--- src/hdl/amx_pkg.sv ---
`timescale 1ns / 1ps
`default_nettype none
// ----------------------------------------------------------------------------
// Argmax stream reduce package
// Shared widths, codes, the queue entry type and the float ordering helpers.
// ----------------------------------------------------------------------------
package amx_pkg;

    localparam int WORD_W       = 32;
    localparam int IDX_W        = 31;
    localparam int GIDX_W       = 32;
    localparam int MAX_ELEMENTS = 32767;
    localparam int POS_W        = $clog2(MAX_ELEMENTS + 1);
    localparam int FIFO_DEPTH   = 4;
    localparam int FIFO_AW      = $clog2(FIFO_DEPTH);
    localparam int FIFO_CW      = $clog2(FIFO_DEPTH + 1);
    localparam int APB_AW       = 3;

    localparam logic FMT_INT32    = 1'b0;
    localparam logic FMT_BF16     = 1'b1;
    localparam logic FUNC_ELEMENT = 1'b0;
    localparam logic FUNC_RECORD  = 1'b1;
    localparam logic REG_VALUE_FORMAT = 1'b0;
    localparam logic REG_SLICE_BASE   = 1'b1;

    localparam logic [WORD_W-1:0] LOWEST_INT32 = 32'h8000_0000;
    localparam logic [WORD_W-1:0] LOWEST_BF16  = 32'hFF7F_0000;

    typedef struct packed {
        logic              value_format;
        logic [IDX_W-1:0]  slice_base;
    } amx_cfg_t;

    typedef struct packed {
        logic              func;
        logic              last;
        logic [WORD_W-1:0] word;
        logic [WORD_W-1:0] key;
        logic              nan;
        logic [IDX_W-1:0]  rec_index;
    } amx_entry_t;

    function automatic logic is_nan32(input logic [WORD_W-1:0] b);
        return (b[30:23] == 8'hFF) && (b[22:0] != 23'd0);
    endfunction

    // Maps a word to an unsigned key whose order matches the format's order.
    function automatic logic [WORD_W-1:0] order_key(input logic fmt,
                                                    input logic [WORD_W-1:0] b);
        logic [WORD_W-1:0] z;
        z = (b[30:0] == 31'd0) ? '0 : b;
        if (fmt == FMT_INT32)
            return b ^ LOWEST_INT32;
        return z[31] ? ~z : (z | LOWEST_INT32);
    endfunction

    function automatic logic [WORD_W-1:0] lowest_word(input logic fmt);
        return (fmt == FMT_BF16) ? LOWEST_BF16 : LOWEST_INT32;
    endfunction

endpackage
`default_nettype wire

--- src/hdl/amx_if.sv ---
`timescale 1ns / 1ps
`default_nettype none
// ----------------------------------------------------------------------------
// Argmax stream channels
// Valid/ready channels for input items and for result records.
// ----------------------------------------------------------------------------
interface amx_item_if import amx_pkg::*; ();
    logic              valid;
    logic              ready;
    logic              func;
    logic signed [WORD_W-1:0] value;
    logic [IDX_W-1:0]  rec_index;
    logic              last;

    modport source(output valid, func, value, rec_index, last, input ready);
    modport sink(input valid, func, value, rec_index, last, output ready);
endinterface

interface amx_result_if import amx_pkg::*; ();
    logic              valid;
    logic              ready;
    logic signed [WORD_W-1:0] best_value;
    logic [IDX_W-1:0]  win_index;
    logic              overflow;

    modport source(output valid, best_value, win_index, overflow, input ready);
    modport sink(input valid, best_value, win_index, overflow, output ready);
endinterface
`default_nettype wire

--- src/hdl/argmax_stream_reduce.sv ---
`timescale 1ns / 1ps
`default_nettype none
// ----------------------------------------------------------------------------
// Argmax stream reduce
// Streaming first-occurrence argmax over int32 or bfloat16 runs, with merge.
//
// Input beats arrive on the item channel: elements carry one sample, records
// carry a partial result (value and global index) to merge. The beat with
// last set closes the run, and one record leaves on the result channel with
// the winning value, its global index and an overflow flag.
// The APB port holds value_format (offset 0) and the slice base index
// (offset 4). Writing value_format clears the running result.
// A beat is accepted into a four-entry queue by the front end and applied by
// the back end once it is at the head of the queue; the result is registered
// and goes valid as the last beat is applied. The back end sustains one beat per
// cycle unless the result receiver stalls, set by its single compare-and-select.
// If the result receiver stalls, the back end holds and the queue fills;
// the item channel drops ready only when the queue is full.
// Reset clears the queue, the running result and both registers.
// ----------------------------------------------------------------------------
module argmax_stream_reduce import amx_pkg::*; (
    input  logic              clk,
    input  logic              rst_n,
    amx_item_if.sink          item,
    amx_result_if.source      result,
    input  logic              psel,
    input  logic              penable,
    input  logic              pwrite,
    input  logic [APB_AW-1:0] paddr,
    input  logic [31:0]       pwdata,
    output logic [31:0]       prdata,
    output logic              pready
);

    logic             value_format_reg;
    logic [IDX_W-1:0] slice_base_reg;
    logic             cfg_write;
    logic             clear_run;
    amx_cfg_t         cfg;
    logic             push;
    amx_entry_t       push_data;
    logic             full;
    logic             pop;
    logic             head_valid;
    amx_entry_t       head_data;

    assign pready    = 1'b1;
    assign cfg_write = psel && penable && pwrite && pready;
    assign clear_run = cfg_write && (paddr[2] == REG_VALUE_FORMAT);

    always_ff @(posedge clk or negedge rst_n)
    begin
        if (!rst_n)
        begin
            value_format_reg <= FMT_INT32;
            slice_base_reg   <= '0;
        end
        else if (cfg_write)
        begin
            case (paddr[2])
                REG_VALUE_FORMAT: value_format_reg <= pwdata[0];
                REG_SLICE_BASE:   slice_base_reg   <= pwdata[IDX_W-1:0];
                default: ;
            endcase
        end
    end

    always_comb
    begin
        case (paddr[2])
            REG_VALUE_FORMAT: prdata = {31'd0, value_format_reg};
            REG_SLICE_BASE:   prdata = {1'b0, slice_base_reg};
            default:          prdata = '0;
        endcase
    end

    assign cfg.value_format = value_format_reg;
    assign cfg.slice_base   = slice_base_reg;

    amx_front u_front (
        .item      (item),
        .cfg       (cfg),
        .full      (full),
        .push      (push),
        .push_data (push_data)
    );

    amx_queue u_queue (
        .clk        (clk),
        .rst_n      (rst_n),
        .push       (push),
        .push_data  (push_data),
        .pop        (pop),
        .head_valid (head_valid),
        .head_data  (head_data),
        .full       (full)
    );

    amx_back u_back (
        .clk          (clk),
        .rst_n        (rst_n),
        .cfg          (cfg),
        .clear_run    (clear_run),
        .clear_format (pwdata[0]),
        .head_valid   (head_valid),
        .head_data    (head_data),
        .pop          (pop),
        .result       (result)
    );

endmodule
`default_nettype wire

--- src/hdl/amx_front.sv ---
`timescale 1ns / 1ps
`default_nettype none
// ----------------------------------------------------------------------------
// Argmax front end
// Accepts input beats, widens samples and computes their ordering keys.
// ----------------------------------------------------------------------------
module amx_front import amx_pkg::*; (
    amx_item_if.sink   item,
    input  amx_cfg_t   cfg,
    input  logic       full,
    output logic       push,
    output amx_entry_t push_data
);

    logic [WORD_W-1:0] cand;

    always_comb
    begin
        if (item.func == FUNC_RECORD)
            cand = item.value;
        else if (cfg.value_format == FMT_BF16)
            cand = {item.value[15:0], 16'h0000};
        else
            cand = item.value;
    end

    assign item.ready = !full;
    assign push       = item.valid && !full;

    always_comb
    begin
        push_data.func      = item.func;
        push_data.last      = item.last;
        push_data.word      = cand;
        push_data.key       = order_key(cfg.value_format, cand);
        push_data.nan       = (cfg.value_format == FMT_BF16) && is_nan32(cand);
        push_data.rec_index = item.rec_index;
    end

endmodule
`default_nettype wire

--- src/hdl/amx_queue.sv ---
`timescale 1ns / 1ps
`default_nettype none
// ----------------------------------------------------------------------------
// Argmax decoupling queue
// Small register queue between the front end and the reduction back end.
// ----------------------------------------------------------------------------
module amx_queue import amx_pkg::*; (
    input  logic       clk,
    input  logic       rst_n,
    input  logic       push,
    input  amx_entry_t push_data,
    input  logic       pop,
    output logic       head_valid,
    output amx_entry_t head_data,
    output logic       full
);

    amx_entry_t           slot_reg [FIFO_DEPTH];
    logic [FIFO_AW-1:0]   wr_ptr_reg;
    logic [FIFO_AW-1:0]   rd_ptr_reg;
    logic [FIFO_CW-1:0]   count_reg;
    logic [FIFO_CW-1:0]   count_next;
    logic                 do_pop;

    assign full       = (count_reg == FIFO_CW'(FIFO_DEPTH));
    assign head_valid = (count_reg != '0);
    assign head_data  = slot_reg[rd_ptr_reg];
    assign do_pop     = pop && head_valid;

    always_comb
    begin
        count_next = count_reg;
        if (push && !do_pop)
            count_next = count_reg + FIFO_CW'(1);
        else if (!push && do_pop)
            count_next = count_reg - FIFO_CW'(1);
    end

    always_ff @(posedge clk or negedge rst_n)
    begin
        if (!rst_n)
        begin
            wr_ptr_reg <= '0;
            rd_ptr_reg <= '0;
            count_reg  <= '0;
        end
        else
        begin
            if (push)
                wr_ptr_reg <= wr_ptr_reg + FIFO_AW'(1);
            if (do_pop)
                rd_ptr_reg <= rd_ptr_reg + FIFO_AW'(1);
            count_reg <= count_next;
        end
    end

    always_ff @(posedge clk)
    begin
        if (push)
            slot_reg[wr_ptr_reg] <= push_data;
    end

    a_count_bound: assert property (@(posedge clk) disable iff (!rst_n)
        count_reg <= FIFO_CW'(FIFO_DEPTH))
        else $error("queue count beyond depth");

    a_ptr_track: assert property (@(posedge clk) disable iff (!rst_n)
        (wr_ptr_reg - rd_ptr_reg) == count_reg[FIFO_AW-1:0])
        else $error("queue pointers disagree with count");

    a_empty_full: assert property (@(posedge clk) disable iff (!rst_n)
        !(full && !head_valid))
        else $error("queue full and empty at once");

endmodule
`default_nettype wire

--- src/hdl/amx_back.sv ---
`timescale 1ns / 1ps
`default_nettype none
// ----------------------------------------------------------------------------
// Argmax back end
// Holds the running best, applies element and record beats, emits records.
// ----------------------------------------------------------------------------
module amx_back import amx_pkg::*; (
    input  logic         clk,
    input  logic         rst_n,
    input  amx_cfg_t     cfg,
    input  logic         clear_run,
    input  logic         clear_format,
    input  logic         head_valid,
    input  amx_entry_t   head_data,
    output logic         pop,
    amx_result_if.source result
);

    logic [WORD_W-1:0] best_word_reg;
    logic [WORD_W-1:0] best_key_reg;
    logic              best_nan_reg;
    logic [GIDX_W-1:0] best_idx_reg;
    logic [POS_W-1:0]  pos_reg;
    logic              rec_seen_reg;
    logic              ovf_reg;

    logic [WORD_W-1:0] best_word_next;
    logic [WORD_W-1:0] best_key_next;
    logic              best_nan_next;
    logic [GIDX_W-1:0] best_idx_next;
    logic [POS_W-1:0]  pos_next;
    logic              rec_seen_next;
    logic              ovf_next;

    logic              out_valid_reg;
    logic [WORD_W-1:0] out_value_reg;
    logic [IDX_W-1:0]  out_index_reg;
    logic              out_ovf_reg;

    logic              stall;
    logic              fresh;
    logic              gt;
    logic              eq;
    logic              take;
    logic [GIDX_W-1:0] elem_idx;
    logic              run_format;
    logic [WORD_W-1:0] low_word;

    assign stall    = out_valid_reg && !result.ready;
    assign pop      = head_valid && !stall;
    assign fresh    = (pos_reg == '0) && !rec_seen_reg;
    assign gt       = !head_data.nan && !best_nan_reg && (head_data.key > best_key_reg);
    assign eq       = !head_data.nan && !best_nan_reg && (head_data.key == best_key_reg);
    assign elem_idx = {1'b0, cfg.slice_base} + GIDX_W'(pos_reg);
    assign take     = fresh || gt ||
                      (eq && ($signed({1'b0, head_data.rec_index}) < $signed(best_idx_reg)));
    assign run_format = clear_run ? clear_format : cfg.value_format;
    assign low_word   = lowest_word(run_format);

    always_comb
    begin
        best_word_next = best_word_reg;
        best_key_next  = best_key_reg;
        best_nan_next  = best_nan_reg;
        best_idx_next  = best_idx_reg;
        pos_next       = pos_reg;
        rec_seen_next  = rec_seen_reg;
        ovf_next       = ovf_reg;
        if (head_data.func == FUNC_ELEMENT)
        begin
            if (pos_reg == POS_W'(MAX_ELEMENTS))
                ovf_next = 1'b1;
            else
            begin
                if (fresh)
                    best_idx_next = {1'b0, cfg.slice_base};
                if (gt)
                begin
                    best_word_next = head_data.word;
                    best_key_next  = head_data.key;
                    best_nan_next  = head_data.nan;
                    best_idx_next  = elem_idx;
                end
                pos_next = pos_reg + POS_W'(1);
            end
        end
        else
        begin
            if (take)
            begin
                best_word_next = head_data.word;
                best_key_next  = head_data.key;
                best_nan_next  = head_data.nan;
                best_idx_next  = {1'b0, head_data.rec_index};
            end
            rec_seen_next = 1'b1;
        end
    end

    always_ff @(posedge clk or negedge rst_n)
    begin
        if (!rst_n)
        begin
            best_word_reg <= LOWEST_INT32;
            best_key_reg  <= order_key(FMT_INT32, LOWEST_INT32);
            best_nan_reg  <= 1'b0;
            best_idx_reg  <= '0;
            pos_reg       <= '0;
            rec_seen_reg  <= 1'b0;
            ovf_reg       <= 1'b0;
            out_valid_reg <= 1'b0;
        end
        else
        begin
            if (result.ready)
                out_valid_reg <= 1'b0;
            if (clear_run || (pop && head_data.last))
            begin
                best_word_reg <= low_word;
                best_key_reg  <= order_key(run_format, low_word);
                best_nan_reg  <= 1'b0;
                best_idx_reg  <= '0;
                pos_reg       <= '0;
                rec_seen_reg  <= 1'b0;
                ovf_reg       <= 1'b0;
            end
            else if (pop)
            begin
                best_word_reg <= best_word_next;
                best_key_reg  <= best_key_next;
                best_nan_reg  <= best_nan_next;
                best_idx_reg  <= best_idx_next;
                pos_reg       <= pos_next;
                rec_seen_reg  <= rec_seen_next;
                ovf_reg       <= ovf_next;
            end
            if (pop && head_data.last)
                out_valid_reg <= 1'b1;
        end
    end

    always_ff @(posedge clk)
    begin
        if (pop && head_data.last)
        begin
            out_value_reg <= best_word_next;
            out_index_reg <= best_idx_next[IDX_W-1:0];
            out_ovf_reg   <= ovf_next;
        end
    end

    assign result.valid      = out_valid_reg;
    assign result.best_value = out_value_reg;
    assign result.win_index  = out_index_reg;
    assign result.overflow   = out_ovf_reg;

    a_pos_bound: assert property (@(posedge clk) disable iff (!rst_n)
        pos_reg <= POS_W'(MAX_ELEMENTS))
        else $error("position count beyond bound");

    a_ovf_saturated: assert property (@(posedge clk) disable iff (!rst_n)
        ovf_reg |-> (pos_reg == POS_W'(MAX_ELEMENTS)))
        else $error("overflow flag set below the bound");

    a_run_cleared: assert property (@(posedge clk) disable iff (!rst_n)
        (pop && head_data.last) |=> (pos_reg == '0) && !rec_seen_reg && !ovf_reg)
        else $error("run state not cleared after a result");

    a_no_pop_stalled: assert property (@(posedge clk) disable iff (!rst_n)
        (out_valid_reg && !result.ready) |-> !pop)
        else $error("back end advanced while the result was stalled");

endmodule
`default_nettype wire

--- src/flat_wrapper.sv ---
// flat-port wrapper written by rule: the top's interface ports become plain ports
module argmax_stream_reduce_flat import amx_pkg::*;
  (clk, rst_n, psel, penable, pwrite, paddr, pwdata, prdata, pready, item_valid, item_func, item_value, item_rec_index, item_last, item_ready, result_valid, result_best_value, result_win_index, result_overflow, result_ready);
  amx_item_if item_i ();
  amx_result_if result_i ();
  input  logic clk;
  input  logic rst_n;
  input  logic psel;
  input  logic penable;
  input  logic pwrite;
  input  logic [APB_AW-1:0] paddr;
  input  logic [31:0] pwdata;
  output logic [31:0] prdata;
  output logic pready;
  input wire logic [$bits(item_i.valid)-1:0] item_valid;
  input wire logic [$bits(item_i.func)-1:0] item_func;
  input wire logic [$bits(item_i.value)-1:0] item_value;
  input wire logic [$bits(item_i.rec_index)-1:0] item_rec_index;
  input wire logic [$bits(item_i.last)-1:0] item_last;
  output wire logic [$bits(item_i.ready)-1:0] item_ready;
  output wire logic [$bits(result_i.valid)-1:0] result_valid;
  output wire logic [$bits(result_i.best_value)-1:0] result_best_value;
  output wire logic [$bits(result_i.win_index)-1:0] result_win_index;
  output wire logic [$bits(result_i.overflow)-1:0] result_overflow;
  input wire logic [$bits(result_i.ready)-1:0] result_ready;
  assign item_i.valid = item_valid;
  assign item_i.func = item_func;
  assign item_i.value = item_value;
  assign item_i.rec_index = item_rec_index;
  assign item_i.last = item_last;
  assign item_ready = item_i.ready;
  assign result_valid = result_i.valid;
  assign result_best_value = result_i.best_value;
  assign result_win_index = result_i.win_index;
  assign result_overflow = result_i.overflow;
  assign result_i.ready = result_ready;
  argmax_stream_reduce u_core (.clk(clk), .rst_n(rst_n), .item(item_i), .result(result_i), .psel(psel), .penable(penable), .pwrite(pwrite), .paddr(paddr), .pwdata(pwdata), .prdata(prdata), .pready(pready));
endmodule
--- config.mk ---
export PLATFORM = sky130hd
export DESIGN_NAME = argmax_stream_reduce_flat
export DESIGN_NICKNAME = d
export VERILOG_FILES = /design/src/hdl/amx_pkg.sv /design/src/hdl/amx_if.sv /design/src/hdl/argmax_stream_reduce.sv /design/src/hdl/amx_front.sv /design/src/hdl/amx_queue.sv /design/src/hdl/amx_back.sv /design/src/flat_wrapper.sv
export SDC_FILE = /design/constraint.sdc
export NUM_CORES = 1
export LEC_CHECK = 0
export ABC_AREA = 1
export CAP_MARGIN = 20
export CORE_MARGIN = 2
export CORE_UTILIZATION = 50
export CTS_BUF_LIST = sky130_fd_sc_hd__clkbuf_4
export CTS_CLUSTER_DIAMETER = 40
export DETAILED_ROUTE_END_ITERATION = 12
export DONT_BUFFER_PORTS = 1
export GPL_TIMING_DRIVEN = 0
export SLEW_MARGIN = 20
export SYNTH_ARGS = -nofsm -noshare
export SYNTH_HDL_FRONTEND = slang
export SYNTH_HIERARCHICAL = 1
export SYNTH_SLANG_ARGS = --single-unit
--- constraint.sdc ---
create_clock -name clk -period 4.7 [get_ports clk]
set_input_delay 0.705 -clock clk [delete_from_list [all_inputs] [get_ports clk]]
set_output_delay 0.705 -clock clk [all_outputs]
set_load 0.02 [all_outputs]
### Yosys cells after proc, flatten, opt, wreduce, memory -nomap -nowiden

Memory sizes are Yosys's and may differ from the RTL's.
Cells that the tools add are included.

| storage, ports and cells | value |
|---|---|
| output and inout port bits | 99 |
| memories kept | 1 |
| RAM bits | 392 |
| flip-flop bits (word level) | 218 |

Memories:

| memory | depth | bits a word | read ports | clocked after Yosys merged registers in | write ports | line | text |
|---|---|---|---|---|---|---|---|
| u_core.u_queue.slot_reg | 4 | 98 | 1 | 0 | 1 | amx_queue.sv:18 | `amx_entry_t slot_reg [FIFO_DEPTH];` |

| operators by class | value |
|---|---|
| bitwise logic cells | 5 |
| add/sub/neg operators | 6 |
| equality and inequality tests | 8 |
| $lt $le $gt $ge | 2 |
| muxes and demuxes | 56 |
| reduce and logical (&&, ||, !) cells | 45 |

Operators with widths:

| kind | number |
|---|---|
| 32-bit 2-to-1 mux | 28 |
| 32-bit NOT | 2 |
| 32-bit one-hot mux with 2 select lines | 1 |
| 31-bit logical NOT | 2 |
| 15-bit 2-to-1 mux | 4 |
| 31-bit by 15-bit adder with 32-bit output | 1 |
| 32-bit equality test | 1 |
| 32-bit greater-than comparator | 1 |
| 32-bit less-than comparator | 1 |
| 31-bit 2-to-1 mux | 1 |
| 23-bit nonzero test | 1 |
| 1-bit 2-to-1 mux | 20 |
| 1-bit logical AND | 17 |
| 15-bit by 1-bit adder with 15-bit output, second input constant | 1 |
| 15-bit equality test, second input constant | 1 |
| 15-bit logical NOT | 1 |
| 8-bit equality test, second input constant | 1 |
| 1-bit logical NOT | 8 |
| 4-bit AND reduction | 2 |
| 2-bit nonzero test | 4 |
| 3-bit 2-to-1 mux | 2 |
| 2-bit AND reduction | 3 |
| 3-bit nonzero test | 2 |
| 2-bit by 1-bit adder with 2-bit output, second input constant | 2 |
| other kinds (11) | 15 |

### Longest topological paths before layout

Gate-level depths: netlist (run 1).

| logic depth | value |
|---|---|
| word-level depth | 11 |
| mapped depth | 29 |

### Modules after synthesis

Netlist (run 1), hierarchy kept.

Modules (own cells, without submodules):

| module | area an instance (um2) | instances | cells an instance | sequential area each (um2) |
|---|---|---|---|---|
| amx_queue | 16,084.2 | 1 | 1,198 | 11,946.5 |
| amx_back | 12,573.3 | 1 | 1,700 | 4,800.9 |
| amx_front | 1,602.8 | 1 | 344 | 0.0 |
| argmax_stream_reduce | 1,566.5 | 1 | 215 | 800.8 |

### Least setup slack after synthesis (run 1)

OpenSTA, ideal clock, no wires.

| timing path | value |
|---|---|
| path type | input-to-reg |
| start | input item_valid |
| end | memory u_core/u_queue/slot_reg[0][0] (netlist bit) (enable) |
| slack | 1,191 ps |
| data required time | 4,248 ps |
| arrival | 3,057 ps |
| buffers on the path | 1 |
| stages | 5 |
| cells stage by stage | inv_1 -> nor2_1 -> clkbuf_1 -> nand2_1 -> inv_1 |

| between the ends | value |
|---|---|
| longest elaborated chain between the ends | 3 |

Ends and longest elaborated chain:

| item | line | text |
|---|---|---|
| from (decl) | flat_wrapper.sv:15 | `input wire logic [$bits(item_i.valid)-1:0] item_valid;` |
| 1-bit logical AND | amx_front.sv:28 | `assign push = item.valid && !full;` |
| named net u_core.push | argmax_stream_reduce.sv:40 | `logic push;` |
| 1-bit 2-to-1 mux | amx_queue.sv:59 | `if (push)` |
| 1-bit 2-to-1 mux (implied by the code) | amx_queue.sv:60 | `slot_reg[wr_ptr_reg] <= push_data;` |
| to (decl) | amx_queue.sv:18 |  |

The timed path passes the listed nets, and every way through them passes these cells.

==> impl_metrics.yaml, run 1 <==
status:
  status: "finished clean"
min_path:
  holdCritPathClass: "input port to flop"
route:
  viasPerCell: 5.44
  vias: 25777
  drc: 0
  drt_pass1_iterations: 5
  postRouteAntennaNets: 0
  drtIter0Drc: 2449
  drt-wirelength-per-cell_um: 21.2
  wirelength_mm: 101
logic_synthesis:
  yosys.area.top_type: "edfxtp_1"
  synth_ff_type: "edfxtp_1"
  netlist_top_cells_area: "edfxtp_1, nand2_1, dfrtp_1, inv_1, o211ai_1"
  netlist_area_um2: 31800
  yosysSeqAreaShare: 0.551
  avgSynthCellArea_um2: 9.21
  synth_cell_types: 56
  syn_inst: 3457
  synth-seq-cells: 610
  synth_edf_count: 456
  syn_nets: 3650
  synth_top_area_share: 0.430
  yosys_warnings: 6
  synthArstFlopShare: 0.252
worst_setup_path:
  cp-end-kind: "flop"
  worstPathRequired_ns: 5.57
  cp_slowest_cell: "clkbuf_1"
  critPathKind: "flop to flop"
  cp_top_family: "buffers and inverters"
  crit_buf_inv: 4
  crit_top_cell: "nand2_1"
  critPathArrivalTime_ns: 5.31
  startpoint_type: "flop"
  path_cells: "buf_4, clkbuf_1, o211ai_1, nand2_1, ha_1, a21oi_1, o21ai_0, nand2_1, nand2_1, a21oi_1, nand2_2, a21oi_4, nand2_2, inv_2, nand3_2, nand3_2, clkbuf_1, o21ai_1"
  cp_max_fo: 10
  cpPeakStageDelay_ns: 0.53
clock_network:
  clk_pin_slew_ns: 0.07
  cts.sinks: 610
  cts_buffers: 169
  clock_latency_ns: 1.06
  ctsResizeCount: 0
  cts_max_level: 4
  ctsRootBufferMaster: "clkbuf_4"
  cts_max_path_buffers: 3
  cts_tree: "done"
  cts_hold_buf: 114
  cts_setup_buffers: 0
layout:
  final_common_cell: "nand2_1"
  drive_gt1_frac: 0.136
  fin_util: 0.579
  layout.nets: 3940
  area_growth_syn_to_layout_pct: 14.6
  layout_common_cells: "nand2_1, inv_1, edfxtp_1, clkbuf_4"
  largest_reg_flops: 392
  fin_cells: 4738
grt:
  first_global_vias: 24895
  grt_usage: 0.306
  grt_max_degree: 155
  overflow: 0
  grt_pass1_wl_mm: 151
  antenna_found_initial: 3
floorplan:
  dieArea_um2: 65700
  die_y_um: 256
  io_pins: 206
  num_rows: 92
  core-area_um2: 63000
  initial_core_util: 0.505
  die_x_um: 256
power_and_ir_drop:
  powerDensity_nw_per_um2: 777
  power_mw: 28.3
  p_leak_nw: 16.2
  vdd_drop_max_v: 0.000607
sta:
  drv_slew: 0
  tightest_slew_ns: 1.11
  max_clock_freq_mhz: 225
  maxSlewHeadroom: 0.255
  finalCriticalPeriod_ns: 4.44
  setup_viol: 0
  holdWs_ns: 0.0990
  rsz0062_at_grt: "no"
  hold_violations: 0
  skew_ns: 0.0761
  fin_setup_tns_ns: 0
  finalCritPeriodShare: 0.945
placement:
  place_congestion: 0.971
  placed_cells: 4308
  post-dp-hpwl_mm: 70.5
  portBuffers: 0
run:
  max-cap-violations: 0
[power by group]
part,internal [mW],leakage (nW),switching (mW)
Combinational,4.36,8.72,10.2
Sequential,7.82,6.19,1.02
Clock,2.67,1.33,2.31
[cells by family after synthesis]
family | synth area share
xor+xnor | 0.00633
compound gates | 0.105
other cells | 0.000236
buf+inv | 0.105
simple gates | 0.197
flops | 0.551
fa+ha+maj | 0.0343
[layer usage]
metal,share of wire,track usage
met2,0.46,0.484
met3,0.075,0.0629
met1,0.43,0.417
met4,0.034,0.115
met5,0.00062,0
[worst paths after layout]
path	slack, ns	depth (start not counted)	to	startpoint
worst max-delay path	0.26	18	u_core/u_back/best_key_reg[14]	u_core/u_queue/rd_ptr_reg[1]
worst min register to register	0.48	2	u_core/u_back/best_key_reg[22]	u_core/u_back/best_key_reg[22]
worst max register to register	0.26	18	u_core/u_back/best_key_reg[14]	u_core/u_queue/rd_ptr_reg[1]
min in group asynchronous	0.26	2	u_core/u_back/best_idx_reg[25]	rst_n
worst min-delay path	0.1	2	u_core/u_queue/slot_reg[2][67]	item_value[3]
max in group asynchronous	3.59	2	u_core/u_back/best_idx_reg[14]	rst_n
[worst register-to-register path: cells and delay by family, from the launching register on]
family          cells  cell delay, ns
fa+ha+maj           1            0.26
flops               1            0.33
compound gates      6            1.27
simple gates        7            1.00
buf+inv             4            1.39
[cells in the mapped netlist, types with 21 or more instances]
cell type  number
a21oi_1        85
and2_1         38
buf_2          53
buf_4          56
buf_6          52
clkbuf_1       38
dfrtp_1       153
edfxtp_1      456
ha_1           84
inv_1         484
nand2_1      1066
nand3_1       225
nor2_1         93
o211ai_1      225
o21ai_0       127
o21ai_1        43
o21ai_2        21
[metrics by stage]
step	setup WS [ns]	area, um2
after global routing	0.0498	36500
after global placement	-0.812	32900
after CTS	0.334	36500
after detailed placement	0.426	33000
after floorplan	1.19	31800
final	0.258	36500
[cell type report]
cell class                 count  area, um2
antenna                        8       20.0
inverter                     501       1910
fill                        5636      26500
clock buffer                 250       1880
multi-input combinational   2141      10900
buffer                       205       1460
tap                          846       1060
clock inverter                58        372
timing repair buffer         119       1290
sequential                   610      17500
Note: power is estimated with default switching activity, not from simulation.
==> run 2: changes to the inputs <==
- CORE_UTILIZATION: 50 -> 39
==> impl_metrics.yaml, run 2 (synthesis gave the netlist of run 1 again) <==
route:
  drtIter0Drc: 2295
  wirelength_mm: 96.3
  highest_layer: "met4"
  dr_wl_met3_mm: 8.49
  met1_length_mm: 41.4
  viasPerCell: 5.12
  drc: 0
  vias: 25117
  drt_pass1_iterations: 6
  postRouteAntennaNets: 0
  drt-wirelength-per-cell_um: 19.7
  dr_wl_met2_mm: 43.4
status:
  status: "finished clean"
grt:
  antenna_found_initial: 2
  first_global_vias: 23791
  overflow: 0
  grt_pass1_wl_mm: 144
  grt_usage: 0.229
  grt_max_degree: 155
floorplan:
  dieArea_um2: 83900
  io_pins: 206
  num_rows: 104
  core-area_um2: 80700
  initial_core_util: 0.394
  die_x_um: 290
  die_y_um: 290
clock_network:
  clk_pin_slew_ns: 0.07
  cts_max_path_buffers: 3
  cts_setup_buffers: 0
  cts_max_level: 4
  cts_buffers: 163
  ctsRootBufferMaster: "clkbuf_4"
  cts.sinks: 610
  cts_tree: "done"
  clock_latency_ns: 1.01
sta:
  drv_slew: 0
  holdWs_ns: 0.114
  hold_violations: 0
  maxSlewHeadroom: 0.302
  skew_ns: 0.0749
  tightest_slew_ns: 1.04
  fin_setup_tns_ns: 0
  setup_viol: 0
  finalCritPeriodShare: 0.942
  finalCriticalPeriod_ns: 4.43
  rsz0062_at_grt: "no"
  max_clock_freq_mhz: 226
layout:
  fin_cells: 4901
  final_design_area_no_fill_um2: 36300
  seq_area_um2: 17500
  largest_reg_flops: 392
  drive_gt1_frac: 0.135
  area_growth_syn_to_layout_pct: 14.2
  fillCellCount: 7755
  multi_input_area_um2: 10900
  layout.nets: 3904
  layout_common_cells: "nand2_1, inv_1, edfxtp_1, clkbuf_4"
  final_common_cell: "nand2_1"
run:
  max-cap-violations: 0
worst_setup_path:
  cp_max_fo: 10
  worstPathRequired_ns: 5.35
  r2r_end: "u_core/u_back/result.win_index[0]"
  reg2reg_depth: 17
  r2r_slack_ns: 0.27
  crit_buf_inv: 5
  r2r-start: "u_core/u_queue/rd_ptr_reg[1]"
  path_cells: "buf_4, clkbuf_1, o211ai_1, nand2_1, ha_1, nand2_1, nor2_1, nand2_1, inv_1, a21oi_1, nand2_2, nand2_2, buf_6, buf_2, nand3_1, a31oi_1, nand2_1"
  cp_slowest_cell: "clkbuf_1"
  cp_top_family: "simple AND/OR/NAND/NOR gates"
  crit_top_cell: "nand2_1"
  critPathKind: "flop to flop"
  cpPeakStageDelay_ns: 0.50
  critPathArrivalTime_ns: 5.08
  startpoint_type: "flop"
  cp-end-kind: "flop"
placement:
  placed_area_um2: 33300
  place_congestion: 0.948
  post-dp-hpwl_mm: 68.0
  portBuffers: 0
  placed_cells: 4522
power_and_ir_drop:
  p_int_mw: 14.7
  power_frac_seq: 0.315
  clock_power_share: 0.171
  switchingPower_mw: 13.4
  switching_share: 0.475
  powerDensity_nw_per_um2: 773
  vdd_drop_max_v: 0.000577
  combPwrFrac: 0.514
  p_leak_nw: 16.1
min_path:
  min_path_cells: 2
  min_to: "u_core/u_queue/slot_reg[0][80]"
  holdCritPathClass: "input port to flop"
  hp-start: "item_value[16]"
## run 2: cell count changes in the layout (fill, tap and decap cells not counted), moves of 2 or more
| cell | change |
|---|---|
| clkbuf_4 | -4 |
| clkinv_2 | -5 |
| dlygate4sd3_1 | -30 |
| diode_2 | -6 |
| clkinv_4 | +2 |
| clkinv_1 | -6 |
## run 2: layer usage
metal / up-vias / global-route usage
met5: - / 0
met4: 0 / 0.0864
met3: 163 / 0.0551
met2: 1044 / 0.359
met1: 11853 / 0.309
li1: 12057 / -
## run 2: worst max path at each step
stage	startpoint	to	slack, ns	cells past startpoint
6_report	u_core/u_queue/rd_ptr_reg[1]	u_core/u_back/result.win_index[0]	0.27	17
5_1_grt	u_core/u_queue/rd_ptr_reg[1]	u_core/u_back/result.win_index[0]	0.10	17
4_1_cts	u_core/u_queue/rd_ptr_reg[1]	u_core/u_back/result.win_index[0]	0.37	17
3_5_place_dp	u_core/u_queue/rd_ptr_reg[1]	u_core/u_back/result.win_index[0]	0.44	17
3_3_place_gp	item_valid	u_core/u_queue/slot_reg[2][39]	-0.69	5
2_1_floorplan	item_valid	u_core/u_queue/slot_reg[0][0]	1.19	5
## run 2: what timing repair did
| action | in CTS | in global routing |
|---|---|---|
| hold endpoints to repair | 363 | 0 |
| resized for setup | 0 | 0 |
| hold buffers | 84 | 0 |
## run 2: stage by stage
step                setup WS [ns]  power [mW]   util
detailed placement          0.443        23.1  0.413
floorplan                    1.19        18.1      -
global route                0.103        30.1  0.450
global placement           -0.691        23.0  0.411
CTS                         0.369        28.1  0.450
finish                      0.272        28.1  0.450
## run 2: layout make-up
| type | instances | share of cell area |
|---|---|---|
| Buffer | 205 | 0.0401 |
| Sequential cell | 610 | 0.483 |
| Multi-Input combinational cell | 2141 | 0.301 |
| Clock buffer | 246 | 0.0508 |
| Antenna cell | 2 | 0.000138 |
| Tap cell | 1060 | 0.0365 |
| Timing Repair Buffer | 89 | 0.0274 |
| Clock inverter | 47 | 0.00847 |
| Inverter | 501 | 0.0525 |
## run 2: power groups by stage
stage | Clock (mW) | Combinational (mW) | Sequential, mW
2_1_floorplan | 0 | 9.31 | 8.78
3_3_place_gp | 0 | 13.9 | 9.08
3_5_place_dp | 0 | 14.2 | 8.92
4_1_cts | 4.94 | 14.3 | 8.83
5_1_grt | 5.24 | 15.8 | 8.97
6_report | 4.79 | 14.4 | 8.84
